**config.mk**
```make
export PLATFORM = sky130hd
export DESIGN_NAME = domain_wait_time_accumulator_flat
export DESIGN_NICKNAME = d
export VERILOG_FILES = /design/src/hdl/dwta_pkg.sv /design/src/hdl/dwta_if.sv /design/src/hdl/dwta_table.sv /design/src/hdl/dwta_bucket.sv /design/src/hdl/domain_wait_time_accumulator.sv /design/src/flat_wrapper.sv
export SDC_FILE = /design/constraint.sdc
export NUM_CORES = 2
export LEC_CHECK = 0
export BUFFER_PORTS_ARGS = -buffer_cell sky130_fd_sc_hd__buf_2
export CAP_MARGIN = 20
export CORE_MARGIN = 5
export CORE_UTILIZATION = 35
export DETAILED_ROUTE_END_ITERATION = 12
export PLACE_DENSITY = 0.52
export RECOVER_POWER = 100
export SYNTH_ARGS = -nofsm -noshare
export SYNTH_HDL_FRONTEND = slang
export SYNTH_SLANG_ARGS = --single-unit
```
**constraint.sdc**
```tcl
create_clock -name clk -period 13.8 [get_ports clk]
set_input_delay 2.76 -clock clk [delete_from_list [all_inputs] [get_ports clk]]
set_output_delay 2.76 -clock clk [all_outputs]
set_load 0.02 [all_outputs]
```
**src/hdl/dwta_pkg.sv**
```systemverilog
// Shared constants and types for the domain wait-time accumulator.
package dwta_pkg;

	localparam int DOM_W       = 15;
	localparam int TIME_W      = 64;
	localparam int MAX_DOMAINS = 32;
	localparam int SLOT_W      = 5;
	localparam int CNT_W       = 6;
	localparam int NUM_BUCKETS = 10;
	localparam int NUM_BINS    = NUM_BUCKETS + 1;
	localparam int BKT_W       = 4;
	localparam int HCNT_W      = 32;
	localparam int BWID_W      = 32;
	localparam int THR_W       = BWID_W + BKT_W;

	localparam logic [DOM_W-1:0]  IDLE_DOMAIN      = 15'h7fff;
	localparam logic [BWID_W-1:0] BUCKET_WIDTH_RST = 32'd7000000;

	// One table entry: domain id and its running wait sum.
	typedef struct packed {
		logic [DOM_W-1:0]  domain;
		logic [TIME_W-1:0] sum;
	} entry_t;

	// Status of the bucket unit.
	typedef struct packed {
		logic             done;
		logic [BKT_W-1:0] bucket;
	} bkt_res_t;

endpackage

```
**src/hdl/dwta_if.sv**
```systemverilog
// Channel interfaces: switch events in, results out, bucket width writes.
interface dwta_in_if import dwta_pkg::*; ();
	logic              valid;
	logic              ready;
	logic [DOM_W-1:0]  domain_id;
	logic              wake_pending;
	logic [TIME_W-1:0] switch_ns;
	logic [TIME_W-1:0] wake_ns;

	modport source (output valid, domain_id, wake_pending, switch_ns, wake_ns, input ready);
	modport sink   (input valid, domain_id, wake_pending, switch_ns, wake_ns, output ready);
endinterface

interface dwta_out_if import dwta_pkg::*; ();
	logic                     valid;
	logic                     ready;
	logic                     recorded;
	logic                     table_full_drop;
	logic signed [TIME_W-1:0] wait_ns;
	logic [SLOT_W-1:0]        slot;
	logic [TIME_W-1:0]        domain_total;
	logic [TIME_W-1:0]        grand_total;
	logic [BKT_W-1:0]         bucket;
	logic [HCNT_W-1:0]        bucket_count;
	logic [CNT_W-1:0]         domains_seen;

	modport source (output valid, recorded, table_full_drop, wait_ns, slot, domain_total,
		grand_total, bucket, bucket_count, domains_seen, input ready);
	modport sink   (input valid, recorded, table_full_drop, wait_ns, slot, domain_total,
		grand_total, bucket, bucket_count, domains_seen, output ready);
endinterface

interface dwta_cfg_if import dwta_pkg::*; ();
	logic              valid;
	logic              ready;
	logic [BWID_W-1:0] data;

	modport source (output valid, data, input ready);
	modport sink   (input valid, data, output ready);
endinterface

```
**src/hdl/dwta_table.sv**
```systemverilog
// Domain table memory: one write port, one registered read port.
module dwta_table import dwta_pkg::*; (
	input  logic              clk,
	input  logic              we,
	input  logic [SLOT_W-1:0] waddr,
	input  entry_t            wdata,
	input  logic [SLOT_W-1:0] raddr,
	output entry_t            rdata
);

	entry_t mem [MAX_DOMAINS];

	always_ff @(posedge clk) begin
		if (we) begin
			mem[waddr] <= wdata;
		end
		rdata <= mem[raddr];
	end

endmodule

```
**src/hdl/dwta_bucket.sv**
```systemverilog
// Iterative bucket finder: steps a threshold by the bucket width, one compare a cycle.
module dwta_bucket import dwta_pkg::*; (
	input  logic              clk,
	input  logic              arst_n,
	input  logic              start,
	input  logic [TIME_W-1:0] wait_val,
	input  logic [BWID_W-1:0] width,
	output bkt_res_t          res
);

	logic              busy_q;
	logic              done_q;
	logic [BKT_W-1:0]  k_q;
	logic [BKT_W-1:0]  bucket_q;
	logic [THR_W-1:0]  thr_q;
	logic [THR_W-1:0]  width_q;
	logic [TIME_W-1:0] wait_q;

	always_ff @(posedge clk or negedge arst_n) begin
		if (!arst_n) begin
			busy_q <= 1'b0;
			done_q <= 1'b0;
		end else begin
			done_q <= 1'b0;
			if (start) begin
				busy_q <= 1'b1;
			end else if (busy_q) begin
				// Negative waits, hits and the last bucket all end the search.
				if (wait_q[TIME_W-1] || (wait_q < TIME_W'(thr_q))
						|| (k_q == BKT_W'(NUM_BUCKETS - 1))) begin
					busy_q <= 1'b0;
					done_q <= 1'b1;
				end
			end
		end
	end

	always_ff @(posedge clk) begin
		if (start) begin
			wait_q  <= wait_val;
			width_q <= THR_W'(width);
			thr_q   <= THR_W'(width);
			k_q     <= '0;
		end else if (busy_q) begin
			priority if (wait_q[TIME_W-1]) begin
				bucket_q <= BKT_W'(NUM_BUCKETS);
			end else if (wait_q < TIME_W'(thr_q)) begin
				bucket_q <= k_q;
			end else if (k_q == BKT_W'(NUM_BUCKETS - 1)) begin
				bucket_q <= BKT_W'(NUM_BUCKETS);
			end else begin
				thr_q <= thr_q + width_q;
				k_q   <= k_q + 1'b1;
			end
		end
	end

	assign res.done   = done_q;
	assign res.bucket = bucket_q;

endmodule

```
**src/hdl/domain_wait_time_accumulator.sv**
```systemverilog
// Top level: event sequencer, table search, totals, histogram and result register.
//
// Takes one switch event at a time; item_in.ready is high only while the sequencer
// is idle, and a new event may be taken while the last result still waits.
// An idle-domain or no-wake event goes straight to the finish state. Otherwise the
// table search reads one entry at a time through the table's registered read port,
// a read state then a compare state per entry, until a match or, for a new domain,
// the index reaches the count held; then an update state and the bucket unit, which
// steps a threshold by the bucket width once per cycle, then the finish state.
// The finish cycle holds for as long as the previous result still waits.
// A new domain with the table full is dropped and goes straight to the finish state.
module domain_wait_time_accumulator import dwta_pkg::*; (
	input logic            clk,
	input logic            arst_n,
	dwta_in_if.sink        item_in,
	dwta_out_if.source     result_out,
	dwta_cfg_if.sink       cfg
);

	typedef enum logic [6:0] {
		S_IDLE = 7'b0000001,
		S_READ = 7'b0000010,
		S_CMP  = 7'b0000100,
		S_INS  = 7'b0001000,
		S_UPD  = 7'b0010000,
		S_BKT  = 7'b0100000,
		S_FIN  = 7'b1000000
	} state_t;

	state_t            state_q;
	logic [BWID_W-1:0] bwidth_q;
	logic [CNT_W-1:0]  count_q;
	logic [CNT_W-1:0]  idx_q;
	logic [TIME_W-1:0] total_q;
	logic [HCNT_W-1:0] hist_q [NUM_BINS];
	logic              ov_q;

	logic [DOM_W-1:0]  dom_q;
	logic [TIME_W-1:0] wait_q;
	logic [TIME_W-1:0] sum_q;
	logic [SLOT_W-1:0] slot_q;
	logic [BKT_W-1:0]  bkt_q;
	logic [HCNT_W-1:0] bcount_q;
	logic              rec_q;
	logic              drop_q;

	logic              in_acc;
	logic              out_load;
	logic              tbl_we;
	entry_t            tbl_wdata;
	entry_t            tbl_rdata;
	logic              bkt_start;
	bkt_res_t          bkt_res;
	logic [HCNT_W-1:0] hist_inc;

	assign item_in.ready = (state_q == S_IDLE);
	assign in_acc        = item_in.valid && item_in.ready;
	assign cfg.ready     = 1'b1;
	assign out_load      = (state_q == S_FIN) && (!ov_q || result_out.ready);
	assign tbl_we        = (state_q == S_UPD);
	assign bkt_start     = (state_q == S_UPD);
	assign tbl_wdata     = '{domain: dom_q, sum: sum_q};
	assign hist_inc      = hist_q[bkt_res.bucket] + 1'b1;

	dwta_table u_table (
		.clk   (clk),
		.we    (tbl_we),
		.waddr (slot_q),
		.wdata (tbl_wdata),
		.raddr (idx_q[SLOT_W-1:0]),
		.rdata (tbl_rdata)
	);

	dwta_bucket u_bucket (
		.clk      (clk),
		.arst_n   (arst_n),
		.start    (bkt_start),
		.wait_val (wait_q),
		.width    (bwidth_q),
		.res      (bkt_res)
	);

	// Control state.
	always_ff @(posedge clk or negedge arst_n) begin
		if (!arst_n) begin
			state_q  <= S_IDLE;
			bwidth_q <= BUCKET_WIDTH_RST;
			count_q  <= '0;
			idx_q    <= '0;
			total_q  <= '0;
			ov_q     <= 1'b0;
			for (int i = 0; i < NUM_BINS; i++) begin
				hist_q[i] <= '0;
			end
		end else begin
			if (cfg.valid) begin
				bwidth_q <= cfg.data;
			end
			if (out_load) begin
				ov_q <= 1'b1;
			end else if (result_out.ready) begin
				ov_q <= 1'b0;
			end
			unique case (state_q)
				S_IDLE: begin
					if (in_acc) begin
						idx_q <= '0;
						if ((item_in.domain_id == IDLE_DOMAIN) || !item_in.wake_pending) begin
							state_q <= S_FIN;
						end else begin
							state_q <= S_READ;
						end
					end
				end
				S_READ: begin
					state_q <= (idx_q == count_q) ? S_INS : S_CMP;
				end
				S_CMP: begin
					if (tbl_rdata.domain == dom_q) begin
						state_q <= S_UPD;
					end else begin
						idx_q   <= idx_q + 1'b1;
						state_q <= S_READ;
					end
				end
				S_INS: begin
					if (count_q == CNT_W'(MAX_DOMAINS)) begin
						state_q <= S_FIN;
					end else begin
						count_q <= count_q + 1'b1;
						state_q <= S_UPD;
					end
				end
				S_UPD: begin
					total_q <= total_q + wait_q;
					state_q <= S_BKT;
				end
				S_BKT: begin
					if (bkt_res.done) begin
						hist_q[bkt_res.bucket] <= hist_inc;
						state_q <= S_FIN;
					end
				end
				S_FIN: begin
					if (out_load) begin
						state_q <= S_IDLE;
					end
				end
				default: begin
					state_q <= S_IDLE;
				end
			endcase
		end
	end

	// Event payload and working registers.
	always_ff @(posedge clk) begin
		unique case (state_q)
			S_IDLE: begin
				if (in_acc) begin
					dom_q  <= item_in.domain_id;
					wait_q <= item_in.switch_ns - item_in.wake_ns;
					rec_q  <= 1'b0;
					drop_q <= 1'b0;
				end
			end
			S_CMP: begin
				if (tbl_rdata.domain == dom_q) begin
					slot_q <= idx_q[SLOT_W-1:0];
					sum_q  <= tbl_rdata.sum + wait_q;
				end
			end
			S_INS: begin
				if (count_q == CNT_W'(MAX_DOMAINS)) begin
					drop_q <= 1'b1;
				end else begin
					slot_q <= count_q[SLOT_W-1:0];
					sum_q  <= wait_q;
				end
			end
			S_UPD: begin
				rec_q <= 1'b1;
			end
			S_BKT: begin
				if (bkt_res.done) begin
					bkt_q    <= bkt_res.bucket;
					bcount_q <= hist_inc;
				end
			end
			default: begin
			end
		endcase
	end

	// Result register; unrecorded events zero wait, slot, domain total and bucket fields.
	always_ff @(posedge clk) begin
		if (out_load) begin
			result_out.recorded        <= rec_q;
			result_out.table_full_drop <= drop_q;
			result_out.wait_ns         <= rec_q ? $signed(wait_q) : '0;
			result_out.slot            <= rec_q ? slot_q : '0;
			result_out.domain_total    <= rec_q ? sum_q : '0;
			result_out.grand_total     <= total_q;
			result_out.bucket          <= rec_q ? bkt_q : '0;
			result_out.bucket_count    <= rec_q ? bcount_q : '0;
			result_out.domains_seen    <= count_q;
		end
	end

	assign result_out.valid = ov_q;

endmodule
```
**src/flat_wrapper.sv**
```systemverilog
// flat-port wrapper written by rule: the top's interface ports become plain ports
module domain_wait_time_accumulator_flat import dwta_pkg::*;
  (clk, arst_n, item_in_valid, item_in_domain_id, item_in_wake_pending, item_in_switch_ns, item_in_wake_ns, item_in_ready, result_out_valid, result_out_recorded, result_out_table_full_drop, result_out_wait_ns, result_out_slot, result_out_domain_total, result_out_grand_total, result_out_bucket, result_out_bucket_count, result_out_domains_seen, result_out_ready, cfg_valid, cfg_data, cfg_ready);
  dwta_in_if item_in_i ();
  dwta_out_if result_out_i ();
  dwta_cfg_if cfg_i ();
  input logic clk;
  input logic arst_n;
  input wire logic [$bits(item_in_i.valid)-1:0] item_in_valid;
  input wire logic [$bits(item_in_i.domain_id)-1:0] item_in_domain_id;
  input wire logic [$bits(item_in_i.wake_pending)-1:0] item_in_wake_pending;
  input wire logic [$bits(item_in_i.switch_ns)-1:0] item_in_switch_ns;
  input wire logic [$bits(item_in_i.wake_ns)-1:0] item_in_wake_ns;
  output wire logic [$bits(item_in_i.ready)-1:0] item_in_ready;
  output wire logic [$bits(result_out_i.valid)-1:0] result_out_valid;
  output wire logic [$bits(result_out_i.recorded)-1:0] result_out_recorded;
  output wire logic [$bits(result_out_i.table_full_drop)-1:0] result_out_table_full_drop;
  output wire logic [$bits(result_out_i.wait_ns)-1:0] result_out_wait_ns;
  output wire logic [$bits(result_out_i.slot)-1:0] result_out_slot;
  output wire logic [$bits(result_out_i.domain_total)-1:0] result_out_domain_total;
  output wire logic [$bits(result_out_i.grand_total)-1:0] result_out_grand_total;
  output wire logic [$bits(result_out_i.bucket)-1:0] result_out_bucket;
  output wire logic [$bits(result_out_i.bucket_count)-1:0] result_out_bucket_count;
  output wire logic [$bits(result_out_i.domains_seen)-1:0] result_out_domains_seen;
  input wire logic [$bits(result_out_i.ready)-1:0] result_out_ready;
  input wire logic [$bits(cfg_i.valid)-1:0] cfg_valid;
  input wire logic [$bits(cfg_i.data)-1:0] cfg_data;
  output wire logic [$bits(cfg_i.ready)-1:0] cfg_ready;
  assign item_in_i.valid = item_in_valid;
  assign item_in_i.domain_id = item_in_domain_id;
  assign item_in_i.wake_pending = item_in_wake_pending;
  assign item_in_i.switch_ns = item_in_switch_ns;
  assign item_in_i.wake_ns = item_in_wake_ns;
  assign item_in_ready = item_in_i.ready;
  assign result_out_valid = result_out_i.valid;
  assign result_out_recorded = result_out_i.recorded;
  assign result_out_table_full_drop = result_out_i.table_full_drop;
  assign result_out_wait_ns = result_out_i.wait_ns;
  assign result_out_slot = result_out_i.slot;
  assign result_out_domain_total = result_out_i.domain_total;
  assign result_out_grand_total = result_out_i.grand_total;
  assign result_out_bucket = result_out_i.bucket;
  assign result_out_bucket_count = result_out_i.bucket_count;
  assign result_out_domains_seen = result_out_i.domains_seen;
  assign result_out_i.ready = result_out_ready;
  assign cfg_i.valid = cfg_valid;
  assign cfg_i.data = cfg_data;
  assign cfg_ready = cfg_i.ready;
  domain_wait_time_accumulator u_core (.clk(clk), .arst_n(arst_n), .item_in(item_in_i), .result_out(result_out_i), .cfg(cfg_i));
endmodule
```
Word-level counts from Yosys, hierarchy flattened
Memories as Yosys holds them, arrays and structs flattened. A register that Yosys moved wholly into a read port is not among the register bits.
Index checks and enable logic that the tools add are counted.
W data, S select, Z words.
{"block": "op_classes", "n_addsub": 8, "n_mul": 0, "n_div": 0, "n_lt_le_gt_ge": 3, "eq_ne": 22, "shift": 0, "mux": 44, "n_bitwise": 6, "reduce_logical": 27}
{"cell": "$bwmux W352", "count": 1}
{"cell": "$mux W32", "count": 8}
{"cell": "$add A64 B64 Y64", "count": 2}
{"cell": "$bmux W32 S4", "count": 1}
{"cell": "$demux W32 S4", "count": 1}
{"cell": "$mux W64", "count": 2}
{"cell": "$pmux W64 S2", "count": 1}
{"cell": "$lt A64 B36 Y1", "count": 1}
{"cell": "$sub A64 B64 Y64", "count": 1}
{"cell": "$pmux W7 S7", "count": 1}
{"cell": "$add A36 B32 Y36", "count": 1}
{"cell": "$mux W7", "count": 5}
{"cell": "$add A32 B1 Y32 const B", "count": 1}
{"cell": "$eq A15 B15 Y1", "count": 1}
{"cell": "$eq A15 B15 Y1 const B", "count": 1}
{"cell": "$mux W5", "count": 3}
{"cell": "$reduce_and A3 Y1", "count": 5}
{"cell": "$add A6 B1 Y6 const B", "count": 2}
{"cell": "$mux W1", "count": 12}
{"cell": "$mux W4", "count": 3}
{"cell": "$mux W6", "count": 2}
{"cell": "$ne A2 B1 Y1 const B", "count": 6}
{"cell": "$pmux W6 S2", "count": 1}
{"cell": "$reduce_bool A2 Y1", "count": 6}
{"cell": "24 further kinds", "count": 42}
{"block": "word_totals", "ff_bits": 1037, "latchBits": 0, "ram_bits": 2528, "romBits": 0, "input_bits": 181, "wordCells": 153, "memories": 1}
{"name": "u_core.u_table.mem", "depth": 32, "width": 79, "read_ports": 1, "rd_clocked_by_memory_dff": 1, "write_ports": 1, "line_no": "dwta_table.sv:11", "rtl": "entry_t mem [MAX_DOMAINS];"}

Longest topological paths before layout
{"block": "logic_depth", "ltp_word": 6, "depth_mapped": 16, "mapped_depth_nobuf": 14}

Hierarchy
From an unflattened synthesis, not the netlist that was laid out.
{"block": "hier_totals", "hier_cells": 9456, "area_unflattened_um2": 151894.4}
{"module": "dwta_table", "n_inst": 1, "cells_each": 4635, "area_each_um2": 97658.7}
{"module": "domain_wait_time_accumulator", "n_inst": 1, "cells_each": 4192, "area_each_um2": 46761.1}
{"module": "dwta_bucket", "n_inst": 1, "cells_each": 629, "area_each_um2": 7474.7}

Worst setup path after synthesis
No wires, ideal clock.
{"block": "synth_timing", "path_kind": "input -> register", "startpoint": "in result_out_ready", "endpoint": "reg u_core.result_out.bucket[0] (netlist bit) (enable)", "t_arrival_ns": 13.451, "t_required_ns": 12.928, "slack_ns": -0.523, "path_stages": 2, "n_path_buf": 0, "path_cell_list": "nand2b_1 nor2b_1"}
{"block": "synth_between", "elab_chain_cells": 2}
{"element": "from (decl)", "line_no": "flat_wrapper.sv:25", "rtl": "input wire logic [$bits(result_out_i.ready)-1:0] result_out_ready;"}
{"element": "$logic_or A1 B1 Y1", "line_no": "domain_wait_time_accumulator.sv:59", "rtl": "assign out_load = (state_q == S_FIN) && (!ov_q || result_out.ready);"}
{"element": "$logic_and A1 B1 Y1", "line_no": "domain_wait_time_accumulator.sv:59"}
{"element": "net u_core.out_load", "line_no": "domain_wait_time_accumulator.sv:48", "rtl": "logic out_load;"}
{"element": "to (signal assigned)", "line_no": "domain_wait_time_accumulator.sv:204", "rtl": "result_out.bucket <= rec_q ? bkt_q : '0;"}
{"element": "to (decl)", "line_no": "dwta_if.sv:28", "rtl": "grand_total, bucket, bucket_count, domains_seen, input ready);"}
The timed path passes the listed nets, and every way through them passes these cells.
A chain may end at the register's enable or synchronous reset.

Final worst setup path
{"block": "layout_timing", "startpoint": "reg u_core.state_q[5]", "endpoint": "mem u_core.u_table.mem[16][37] (netlist bit) (enable)"}
{"block": "layout_between", "elab_chain_cells": 3}
{"element": "from (decl)", "line_no": "domain_wait_time_accumulator.sv:30", "rtl": "state_t state_q;"}
{"element": "from (signal assigned)", "line_no": "domain_wait_time_accumulator.sv:116", "rtl": "state_q <= (idx_q == count_q) ? S_INS : S_CMP;"}
{"element": "$eq A7 B5 Y1", "line_no": "domain_wait_time_accumulator.sv:60", "rtl": "assign tbl_we = (state_q == S_UPD);"}
{"element": "$mux W1", "line_no": "dwta_table.sv:14", "rtl": "if (we) begin"}
{"element": "$mux W1 (not written as such)", "line_no": "dwta_table.sv:15", "rtl": "mem[waddr] <= wdata;"}
{"element": "to (decl)", "line_no": "dwta_table.sv:11"}
Every way passes these cells.

==> flow_metrics.tcl <==
set metrics [dict create \
    status "finished, violations left" \
    violations "capacitance limit, slew limit" \
    finClkSkew_ns 0.0934 \
    place_congestion 0.901 \
    fp.dieArea_um2 447000 \
    dr.pass1.iters 5 \
    leakage_nw 58.3 \
    cp.arrival_ns 9.67 \
    path_cells "nor3_1 > nor3b_1 > nand3b_1 > clkbuf_1 > or3_1 > nor2_1 > buf_4" \
    finalHoldViolCount 0 \
    regToRegSetupSlack_ns 4.65 \
    multi_input_area_um2 42600 \
    clockRootBuffer "clkbuf_16" \
    post_cts_buffers 0 \
    wl_per_cell_um 29.6 \
    place_hpwl_um 264000 \
    area_growth_pct 13.7 \
    synth-seq-cells 3644 \
    portBuffers 423 \
    finalMaxSlewViolations 3401 \
    seq_area_frac_synth 0.700 \
    htreeDepth 5 \
    grt_max_degree 164 \
    synthCells 8583 \
    final_common_cell "edfxtp_1" \
    nets 9612 \
    layout.cells.non_filler 15228 \
    route.detailed.drc 0 \
    synth_ff_type "edfxtp_1" \
    die_w_um 668 \
    hp-class "reg -> reg" \
    ctsResizeCount 0 \
    routed_via_density 5.44 \
    clockBufferDepth 4 \
    core_um2 431000 \
    powerDensity_nw_per_um2 149 \
    synthesis.area_um2 152000 \
    worst_pin_slew_ns 8.75 \
    row_count 241 \
    grt_pass1_vias 85082 \
    fin_crit_ns 9.15 \
    synth_cell_type_count 107 \
    relSlewSlack -4.83 \
    rsz0062_at_grt "false" \
    syn_area_per_cell_um2 17.7 \
    fin_crit_sh 0.663 \
    worstSetupStartpointType "flip-flop" \
    synth_nets 9030 \
    drt-total-wl_um 450000 \
    synth_async_sr_flop_share 0.129 \
    critical-path-top-delay-family "simple AND/OR/NAND/NOR gates" \
    wl_met3_um 28000 \
    ant_nets 0 \
    drtIter0Drc 8575 \
    synth-warning-count 0 \
    routed-wl-met2_um 215000 \
    synth-edff-count 3087 \
    highest_layer "met5" \
    end_kind "flip-flop" \
    antenna_found_initial 30 \
    required_ns 14.32 \
    dp.cells 14461 \
    cts_hold_buf 0 \
    num_vias 82890 \
    boundaryPins 425 \
    track_usage 0.197 \
    grt_pass1_wl_um 639000 \
    die_h_um 668 \
    grt.overflow.total 0 \
    cts_buffers 393 \
    drv_cap 95 \
    n_fill_cell 39036 \
    start_util 0.352 \
    clk_latency_ns 0.98 \
    fmax_mhz 109 \
    setup.worst_path.class "reg -> reg" \
    power_mw 25.7 \
    crit_buf_inv 2 \
    crit_path_top_delay_cell "clkbuf_1" \
    cts_tree "done" \
    final_util 0.400 \
    worst_ir_drop_vdd_uv 97.3 \
    wl_met1_um 195000 \
    setup_viol 0 \
    ff_latch_area_um2 106000 \
    drive_gt1_frac 0.211 \
    clock-sinks 3644 \
    setup_tns_ns 0 \
    layout_common_cells "3087 x edfxtp_1, 832 x mux4_2, 515 x nand2_1" \
    max_stage_delay_ns 2.59 \
    crit_fanout 163 \
    clkSlewWorstSetupHoldPaths_ns 0.06 \
]
==> state kept, by name (all words and copies together), names as in the netlist, 64 cells and up <==
register	cells
u_core.hist_q	352
u_core.result_out.grand_total	64
u_core.u_bucket.wait_q	64
u_core.wait_q	64
u_core.result_out.domain_total	64
u_core.u_table.rdata	79
u_core.u_table.mem	2528
u_core.result_out.wait_ns	64
u_core.total_q	64
u_core.sum_q	64
==> tightest hold or removal path, stage by stage (launching register included) <==
cell     delay (ns)
dfxtp_1        0.30
nand2_1        0.05
mux2i_1        0.06
==> area by class of cell <==
type,count,area share
Antenna cell,16,0.000232
Clock buffer,508,0.0618
Clock inverter,224,0.0113
Inverter,200,0.00437
Multi-Input combinational cell,4274,0.247
Sequential cell,3644,0.616
Tap cell,5710,0.0414
Timing Repair Buffer,652,0.0178
==> where the power goes <==
group | internal [mW] | total [mW] | switching (mW)
clock network | 5.96 | 10.4 | 4.43
logic | 0.897 | 2.64 | 1.74
registers | 12.3 | 12.7 | 0.350
==> worst paths after layout <==
| kind | start | to | depth (start not counted) |
|---|---|---|---|
| max in group asynchronous | arst_n | u_core.bwidth_q[2] | 3 |
| worst min-delay path | u_core.u_bucket.thr_q[34] | u_core.u_bucket.thr_q[34] | 2 |
| worst min register to register | u_core.u_bucket.thr_q[34] | u_core.u_bucket.thr_q[34] | 2 |
| worst max-delay path | u_core.state_q[5] | u_core.u_table.mem[16][37] | 7 |
| worst max register to register | u_core.state_q[5] | u_core.u_table.mem[16][37] | 7 |
| min in group asynchronous | arst_n | u_core.hist_q[299] | 1 |
==> metrics by stage <==
stage	worst slack (ns)	area (µm²)	hold WS, ns
6_report	4.65	172000	0.473
5_1_grt	3.96	172000	0.489
4_1_cts	8.04	174000	0.472
3_5_place_dp	7.02	161000	0.447
3_3_place_gp	6.92	161000	0.445
2_1_floorplan	4.14	152000	0.400
==> cell families after synthesis <==
kind of cell,Yosys count,synth area share
xor gates and xnor gates,263,0.0152
DFF,3644,0.700
adders and majority gates,266,0.0221
muxes,1180,0.151
and+or+nand+nor,1351,0.0436
other,1,0.0000247
buffers and inverters,665,0.0187
AOI/OAI and AO/OA,1213,0.0489
==> synthesized netlist by cell type, drive strengths merged (150+ instances only) <==
library cell | instances | area (µm²)
nor2 | 244 | 923
edfxtp | 3087 | 92700
mux2 | 288 | 3240
and2 | 187 | 1170
xnor2 | 158 | 1390
a21o | 150 | 1130
ha | 262 | 3280
clkbuf | 332 | 1260
inv | 199 | 747
a21oi | 311 | 1560
nand2 | 522 | 1970
mux4 | 854 | 19300
o21ai | 453 | 2330
dfrtp | 457 | 11400
==> metal layers <==
| metal | track usage | vias up |
|---|---|---|
| met1 | 0.279 | 44274 |
| met5 | 0 | - |
| li1 | - | 35169 |
| met2 | 0.323 | 2825 |
| met4 | 0.0491 | 2 |
| met3 | 0.0285 | 620 |
(Power assumes the default switching activity.)
